[src/sv/sfla_pkg.sv]
`timescale 1ns / 1ps

package sfla_pkg;

    // Arena geometry
    localparam int ARENA_WORDS    = 4096;
    localparam int WORD_AW        = $clog2(ARENA_WORDS);
    localparam int NUM_CLASSES    = 32;
    localparam int CLASS_W        = $clog2(NUM_CLASSES);
    localparam int CLASS_STEP     = 8;
    localparam int LINK_W         = WORD_AW + 1;
    localparam int MEM_DW         = 16;
    localparam int MIN_CHUNK      = 32;
    localparam int CHUNK_OVERHEAD = 16;
    localparam logic [15:0] ARENA_BYTES_RST = 16'd32768;

    // Commands
    localparam logic [1:0] CMD_ALLOC  = 2'd0;
    localparam logic [1:0] CMD_FREE   = 2'd1;
    localparam logic [1:0] CMD_REINIT = 2'd2;

    // Result codes
    localparam logic [1:0] RES_OK      = 2'd0;
    localparam logic [1:0] RES_NOSPACE = 2'd1;
    localparam logic [1:0] RES_BAD     = 2'd2;

    // Sequencer steps
    localparam int STEP_W = 5;
    localparam logic [STEP_W-1:0] ST_IDLE   = 5'd0;
    localparam logic [STEP_W-1:0] ST_DECODE = 5'd1;
    localparam logic [STEP_W-1:0] ST_REINIT = 5'd2;
    localparam logic [STEP_W-1:0] ST_A0     = 5'd3;
    localparam logic [STEP_W-1:0] ST_A1     = 5'd4;
    localparam logic [STEP_W-1:0] ST_A2     = 5'd5;
    localparam logic [STEP_W-1:0] ST_A3     = 5'd6;
    localparam logic [STEP_W-1:0] ST_A4     = 5'd7;
    localparam logic [STEP_W-1:0] ST_A5     = 5'd8;
    localparam logic [STEP_W-1:0] ST_A6     = 5'd9;
    localparam logic [STEP_W-1:0] ST_F0     = 5'd10;
    localparam logic [STEP_W-1:0] ST_F1     = 5'd11;
    localparam logic [STEP_W-1:0] ST_F2     = 5'd12;
    localparam logic [STEP_W-1:0] ST_F3     = 5'd13;
    localparam logic [STEP_W-1:0] ST_F4     = 5'd14;
    localparam logic [STEP_W-1:0] ST_F5     = 5'd15;
    localparam logic [STEP_W-1:0] ST_F6     = 5'd16;
    localparam logic [STEP_W-1:0] ST_U1     = 5'd17;
    localparam logic [STEP_W-1:0] ST_U2     = 5'd18;
    localparam logic [STEP_W-1:0] ST_U3     = 5'd19;
    localparam logic [STEP_W-1:0] ST_U4     = 5'd20;
    localparam logic [STEP_W-1:0] ST_PH     = 5'd21;
    localparam logic [STEP_W-1:0] ST_P1     = 5'd22;
    localparam logic [STEP_W-1:0] ST_P2     = 5'd23;
    localparam logic [STEP_W-1:0] ST_P3     = 5'd24;
    localparam logic [STEP_W-1:0] ST_P4     = 5'd25;
    localparam logic [STEP_W-1:0] ST_P5     = 5'd26;
    localparam logic [STEP_W-1:0] ST_DONE   = 5'd27;

    typedef struct packed {
        logic [1:0]  command;
        logic [15:0] req_bytes;
        logic [14:0] item_offset;
    } t_cmd_in;

    typedef struct packed {
        logic [1:0]  status;
        logic [14:0] granted_offset;
        logic [15:0] granted_bytes;
    } t_result;

    // Controller to datapath
    typedef struct packed {
        logic [STEP_W-1:0] step;
        logic              accept;
    } t_dp_cmd;

    // Datapath to controller
    typedef struct packed {
        logic [1:0] cmd;
        logic       fail;
        logic       take;
    } t_dp_stat;

    // Size class of a free chunk (round down)
    function automatic logic [CLASS_W-1:0] class_down(input logic [15:0] s);
        logic [12:0] q;
        q = 13'((s - 16'(MIN_CHUNK)) / 16'(CLASS_STEP));
        if (s < 16'(MIN_CHUNK)) return '0;
        if (q >= 13'(NUM_CLASSES - 1)) return CLASS_W'(NUM_CLASSES - 1);
        return q[CLASS_W-1:0];
    endfunction

    // Size class of a request (round up)
    function automatic logic [CLASS_W-1:0] class_up(input logic [16:0] n);
        logic [13:0] q;
        q = 14'((n - 17'(MIN_CHUNK) + 17'(CLASS_STEP - 1)) / 17'(CLASS_STEP));
        if (n <= 17'(MIN_CHUNK)) return '0;
        if (q > 14'(NUM_CLASSES - 1)) return CLASS_W'(NUM_CLASSES - 1);
        return q[CLASS_W-1:0];
    endfunction

endpackage

[src/sv/sfla_ctrl.sv]
`timescale 1ns / 1ps

module sfla_ctrl (
    input  logic              i_clk,
    input  logic              i_rst_n,
    input  logic              start,
    output logic              busy,
    output logic              o_done,
    input  sfla_pkg::t_dp_stat i_stat,
    output sfla_pkg::t_dp_cmd  o_cmd
);
    import sfla_pkg::*;

    logic [STEP_W-1:0] r_state, n_state;
    logic [STEP_W-1:0] r_uret, n_uret;
    logic [STEP_W-1:0] r_pret, n_pret;
    logic              r_boot;
    logic              accept;

    assign busy   = (r_state != ST_IDLE);
    assign accept = start && !busy;
    assign o_done = (r_state == ST_DONE) && !r_boot;
    assign o_cmd  = '{step: r_state, accept: accept};

    // Next step
    always_comb begin
        n_state = r_state;
        n_uret  = r_uret;
        n_pret  = r_pret;
        unique case (r_state)
            ST_IDLE: if (accept) n_state = ST_DECODE;
            ST_DECODE: begin
                unique case (i_stat.cmd)
                    CMD_ALLOC:  n_state = ST_A0;
                    CMD_FREE:   n_state = ST_F0;
                    CMD_REINIT: n_state = ST_REINIT;
                    default:    n_state = ST_DONE;
                endcase
            end
            ST_REINIT: begin
                n_pret  = ST_DONE;
                n_state = ST_PH;
            end
            ST_A0: n_state = i_stat.fail ? ST_DONE : ST_A1;
            ST_A1: n_state = ST_A2;
            ST_A2: begin
                if (i_stat.fail) begin
                    n_state = ST_DONE;
                end else begin
                    n_uret  = ST_A3;
                    n_state = ST_U1;
                end
            end
            ST_A3: begin
                if (i_stat.take) begin
                    n_pret  = ST_A4;
                    n_state = ST_PH;
                end else begin
                    n_state = ST_A4;
                end
            end
            ST_A4: n_state = ST_A5;
            ST_A5: n_state = ST_A6;
            ST_A6: n_state = ST_DONE;
            ST_F0: n_state = i_stat.fail ? ST_DONE : ST_F1;
            ST_F1: n_state = i_stat.fail ? ST_DONE : ST_F2;
            ST_F2: begin
                priority if (i_stat.fail) n_state = ST_DONE;
                else if (i_stat.take)    n_state = ST_F3;
                else                     n_state = ST_F4;
            end
            ST_F3: begin
                if (i_stat.take) begin
                    n_uret  = ST_F4;
                    n_state = ST_U1;
                end else begin
                    n_state = ST_F4;
                end
            end
            ST_F4: n_state = i_stat.take ? ST_F5 : ST_F6;
            ST_F5: begin
                if (i_stat.take) begin
                    n_uret  = ST_F6;
                    n_state = ST_U1;
                end else begin
                    n_state = ST_F6;
                end
            end
            ST_F6: begin
                n_pret  = ST_DONE;
                n_state = ST_PH;
            end
            ST_U1: n_state = ST_U2;
            ST_U2: n_state = ST_U3;
            ST_U3: n_state = ST_U4;
            ST_U4: n_state = r_uret;
            ST_PH: n_state = ST_P1;
            ST_P1: n_state = ST_P2;
            ST_P2: n_state = ST_P3;
            ST_P3: n_state = ST_P4;
            ST_P4: n_state = ST_P5;
            ST_P5: n_state = r_pret;
            ST_DONE: n_state = ST_IDLE;
            default: n_state = ST_IDLE;
        endcase
    end

    // State registers; reset runs a reinitialize with no result
    always_ff @(posedge i_clk) begin
        if (!i_rst_n) begin
            r_state <= ST_REINIT;
            r_uret  <= ST_DONE;
            r_pret  <= ST_DONE;
            r_boot  <= 1'b1;
        end else begin
            r_state <= n_state;
            r_uret  <= n_uret;
            r_pret  <= n_pret;
            if (r_state == ST_DONE) r_boot <= 1'b0;
        end
    end

    a_accept_decode: assert property (@(posedge i_clk) disable iff (!i_rst_n)
        accept |=> (r_state == ST_DECODE))
        else $error("accepted transaction did not enter decode");

    a_done_idle: assert property (@(posedge i_clk) disable iff (!i_rst_n)
        (r_state == ST_DONE) |=> (r_state == ST_IDLE))
        else $error("done step not followed by idle");

    a_unlink_ret: assert property (@(posedge i_clk) disable iff (!i_rst_n)
        (r_state == ST_U1) |->
            (r_uret == ST_A3 || r_uret == ST_F4 || r_uret == ST_F6))
        else $error("unlink has no valid return step");

    a_unlink_back: assert property (@(posedge i_clk) disable iff (!i_rst_n)
        (r_state == ST_U4) |=> (r_state == $past(r_uret)))
        else $error("unlink did not return to caller");

endmodule

[config.mk]
export PLATFORM = sky130hd
export DESIGN_NAME = sfla_ctrl
export DESIGN_NICKNAME = d
export VERILOG_FILES = /design/src/sv/sfla_pkg.sv /design/src/sv/sfla_ctrl.sv
export SDC_FILE = /design/constraint.sdc
export NUM_CORES = 1
export LEC_CHECK = 0
export ABC_AREA = 1
export BUFFER_PORTS_ARGS = -buffer_cell sky130_fd_sc_hd__buf_2
export CAP_MARGIN = 10
export CORE_MARGIN = 2
export CORE_UTILIZATION = 55
export DETAILED_ROUTE_END_ITERATION = 6
export GPL_TIMING_DRIVEN = 1
export PLACE_DENSITY_LB_ADDON = 0.2
export RECOVER_POWER = 25
export SYNTH_ARGS = -nofsm -noshare
export SYNTH_HDL_FRONTEND = slang
export SYNTH_SLANG_ARGS = --single-unit
[constraint.sdc]
create_clock -name i_clk -period 1.5 [get_ports i_clk]
set_input_delay 0.15 -clock i_clk [delete_from_list [all_inputs] [get_ports i_clk]]
set_output_delay 0.15 -clock i_clk [all_outputs]
set_load 0.1 [all_outputs]
# Yosys cells after proc, flatten, opt, wreduce, memory -nomap -nowiden
# Cells that the tools add are included.
dict set report op_classes {
  n_eq_ne 34
  n_mux 19
  n_reduce_logical 12
}
# cell n
set ops {}
lappend ops {{$pmux W5 S26} 1}
lappend ops {{$eq A5 B5 Y1 const B} 12}
lappend ops {{$mux W5} 12}
lappend ops {{$eq A5 B4 Y1 const B} 8}
lappend ops {{$pmux W5 S3} 2}
lappend ops {{$eq A5 B3 Y1 const B} 4}
lappend ops {{$eq A5 B2 Y1 const B} 2}
lappend ops {{$ne A2 B2 Y1 const B} 5}
lappend ops {{$pmux W5 S2} 1}
lappend ops {{$eq A5 B1 Y1 const B} 1}
lappend ops {{$logic_not A5 Y1} 1}
lappend ops {{$reduce_bool A5 Y1} 1}
lappend ops {{$mux W4} 1}
lappend ops {{$reduce_and A4 Y1} 1}
lappend ops {{$reduce_bool A3 Y1} 1}
lappend ops {{$eq A2 B1 Y1 const B} 1}
lappend ops {{$eq A2 B2 Y1 const B} 1}
lappend ops {{$logic_and A1 B1 Y1} 2}
lappend ops {{$logic_not A1 Y1} 2}
lappend ops {{$logic_not A2 Y1} 1}
lappend ops {{$mux W2} 1}
lappend ops {{$reduce_and A2 Y1} 1}
lappend ops {{$reduce_bool A2 Y1} 1}
lappend ops {{$reduce_or A2 Y1} 1}
lappend ops {{$mux W1} 1}
dict set report word_totals {
  regBits 16
  in_bits 7
  output_inout_bits 8
  word_cells 69
}

# Longest topological paths before layout
dict set report depth {
  word_depth 5
  ltp_mapped 12
  ltp_nobuf 11
}

# Least setup slack after synthesis
# OpenSTA, ideal clock, no wires.
dict set report synth_path {
  path_kind {flip-flop to output port}
  startpoint {register r_state[4]}
  endpoint {output port o_done}
  arrival_time_ps 3477
  required_ps 1350
  setup_slack_ps -2127
  stages_incl_launch_ff 4
  n_path_buf 1
  cell_sequence {dfxtp_1 -> buf_2 -> nand3_1 -> nor3_1}
}
dict set report synth_between {
  elab_chain_len 2
}
# item line_no
set synth_lines {}
lappend synth_lines {{start: declaration} sfla_ctrl.sv:14} ;# logic [STEP_W-1:0] r_state, n_state;
lappend synth_lines {{start signal: assignment} sfla_ctrl.sv:116} ;# r_state <= n_state;
lappend synth_lines {{$eq A5 B5 Y1} sfla_ctrl.sv:22} ;# assign o_done = (r_state == ST_DONE) && !r_boot;
lappend synth_lines {{$logic_and A1 B1 Y1} sfla_ctrl.sv:22}
lappend synth_lines {{end: declaration} sfla_ctrl.sv:8} ;# output logic o_done,
# No other way between the ends.

# Worst setup path after layout
dict set report layout_path {
  startpoint {register r_state[2]}
  endpoint {output port o_done}
}
# Same word-level chain as after synthesis.

==> results.md <==
- Status: completed
- Yosys warns: 0
- Setup Skew: 0.00548 ns
- Final net count: 207
- Number of CTS-inserted buffers: 3
- WL/cell: 14.3 µm
- Final Hold Slack: 0.135 ns
- Slew HR: 66.4%
- Net Sw Power: 1.80 mW
- Root Buffer: clkbuf_4
- DR pass1 iterations: 7
- CTS clk-pin slew, worst paths: 0.09 ns
- Multi-input gate area: 748 µm²
- Cell count after synthesis: 182
- Crit path buf inv count: 2
- Post-Syn Area: 1030 µm²
- Mapped Nets: 191
- Min Tclk post-route: 1.46 ns
- Vias: 1271
- Port Buffers: 14
- Finished Layout Cells: 222
- Fillers: 160
- Fin crit share: 97.3%
- Core area: 1750 µm²
- Placed Cells: 217
- GRT Util Overall: 31.0%
- Worst-path fanout max: 7
- Via-per-instance ratio: 5.73
- Fraction of power spent switching nets: 62.9%
- Crit Path Class: reg2out
- #FFs+latches synth: 13
- Comb power frac: 67.4%
- Worst hold path type: in2reg
- Hold Fails Final Rpt: 0
- DP Area: 1200 µm²
- Hpwl dp: 2370 µm
- DRC viols: 0
- Vias in the first global route: 1087
- Placement Setup Slack: 0.0583 ns
- Antenna violations before repair: 0
- Die ar.: 2230 µm²
- Setup ws final: 0.0406 ns
- First-pass GRT wire length: 4770 µm
- Syn Area/Cell: 5.64 µm²
- Max Cap Viol: 0
- Power Total: 2.86 mW
- Commonest cells after routing, fill and taps aside: nand2_1, nor2_1, nand3_1, inv_1, buf_2
- Placer Congestion: 1.07
- Pwr dens: 2250 nW/µm²
- Die width: 47.2 µm
- Crit end category: output pin
- Ant. Diodes: 0
- Pleak: 0.678 nW
- Largest stage delay, worst path: 0.40 ns
- Unique cell type count in the Yosys netlist: 23
- Io pins: 15
- Clk sinks: 13
- Top delay family on crit path: flip-flops
- Tightest Pin Transition: 0.508 ns
- Detailed Route Iter0 Violations: 81
- Critical Path RT: 1.35 ns
- Clock Latency Late Sink: 0.29 ns
- Area growth syn-to-layout: 23.9%
- Final Max Tran Viols: 0
- Routed Antenna Nets: 0
- CTS tree: yes
- Largest net degree at the start of global routing: 12
- Power share of the clock group: 8.2%
- GRT Residual Overflow: 0
- Max Freq: 685 MHz
- RSZ-0062 raised after global routing: true
- Int Pwr: 1.06 mW
- Clock buffer depth: 2
- FP Rows: 15
- Die span in y: 47.2 µm
- Sequential power share: 24.4%
- Seq/Total Area, Yosys: 25.4%
- Layout cells sized above 1: 25.9%
- CP cell instances: inv_4, nand3_4, nor3_4, buf_12
- Commonest non-fill, non-tap cell in the layout: nand2_1
- Final setup violation count: 0
- Arr. time, crit path: 1.31 ns
- Register area: 279 µm²
- Setup crit start kind: flip-flop
- Initial Utilization: 58.8%
- Finished Cell Area: 1270 µm²
- Post-Route WL: 3170 µm
- CP max stage cell: dfxtp_4
- Peak VDD IR: 0.00162 V
- H-Tree Depth: 1
## sequential cells by signal, indices dropped and copies added (netlist names)
| name | flops |
|---|---|
| r_uret | 5 |
| r_pret | 2 |
| r_boot | 1 |
| r_state | 5 |
## worst paths after layout
path | startpoint | to | slack, ns | depth (start not counted)
setup reg to reg | r_state[0]$_SDFFE_PN0P_ | r_state[2]$_SDFFE_PN0P_ | 0.06 | 10
hold / removal | i_rst_n | r_boot$_SDFFE_PN1N_ | 0.14 | 2
setup / recovery | r_state[2]$_SDFFE_PN0P_ | o_done | 0.04 | 4
hold reg to reg | r_uret[0]$_SDFFE_PN1P_ | r_uret[0]$_SDFFE_PN1P_ | 0.47 | 2
## power by group through the flow
stage | clock [mW] | combinational, mW | sequential (mW)
finish | 0.234 | 1.93 | 0.698
floorplan | 0 | 1.20 | 0.992
CTS | 0.236 | 1.82 | 0.673
global route | 0.247 | 2.07 | 0.709
detailed placement | 0 | 1.79 | 0.673
global placement | 0 | 1.80 | 0.663
## area by class of cell
class	instances	area share [%]
inverters	19	6.00
flip-flops and latches	13	21.9
multi-input cells	146	58.9
well taps	25	2.46
clock buffers	4	2.07
repair buffers	15	8.66
## cell usage after synthesis, drive strengths merged
cell type	number	share of area, %
nand2	61	24
nor3	4	2.9
buf	3	1.7
nand3	20	10
inv	19	7.2
o21ai	12	5.9
o211ai	1	0.73
nor2	35	14
ha	2	2.4
nand3b	1	0.73
clkbuf	1	0.37
a21oi	6	2.9
nand4	3	1.8
dfxtp	13	25
and2	1	0.61
## through the flow
| stage | TNS, ns | util [%] |
|---|---|---|
| floorplan | -0.434 | - |
| global placement | 0 | 69.0 |
| detailed placement | 0 | 69.0 |
| CTS | 0 | 70.9 |
| global route | -0.0264 | 72.8 |
| finish | 0 | 72.8 |
## timing repair
action / 4_1_cts / 5_1_grt
hold buffers: 0 / 0
endpoints found under the setup margin: 3 / 5
pin swaps: 0 / 2
cloned: 0 / 0
setup buffers: 0 / 1
gates resized for setup: 3 / 7
## metal layers
layer	share of wire [%]	global-route usage, %
met5	0	0
met3	9.4	3.85
met2	45	46.6
met1	40	41.7
met4	5.1	19.4
## logic make-up (layout without fill, tap and decap cells)
kind of cell | count (synthesis) | count (layout) | synth area share, %
adders and majority gates | 2 | 2 | 2.44
AOI/OAI and AO/OA | 19 | 19 | 9.51
and+or+nand+nor | 125 | 125 | 53.4
buffers and inverters | 23 | 38 | 9.27
DFF | 13 | 13 | 25.4
Power figures use the tool's default switching activity.
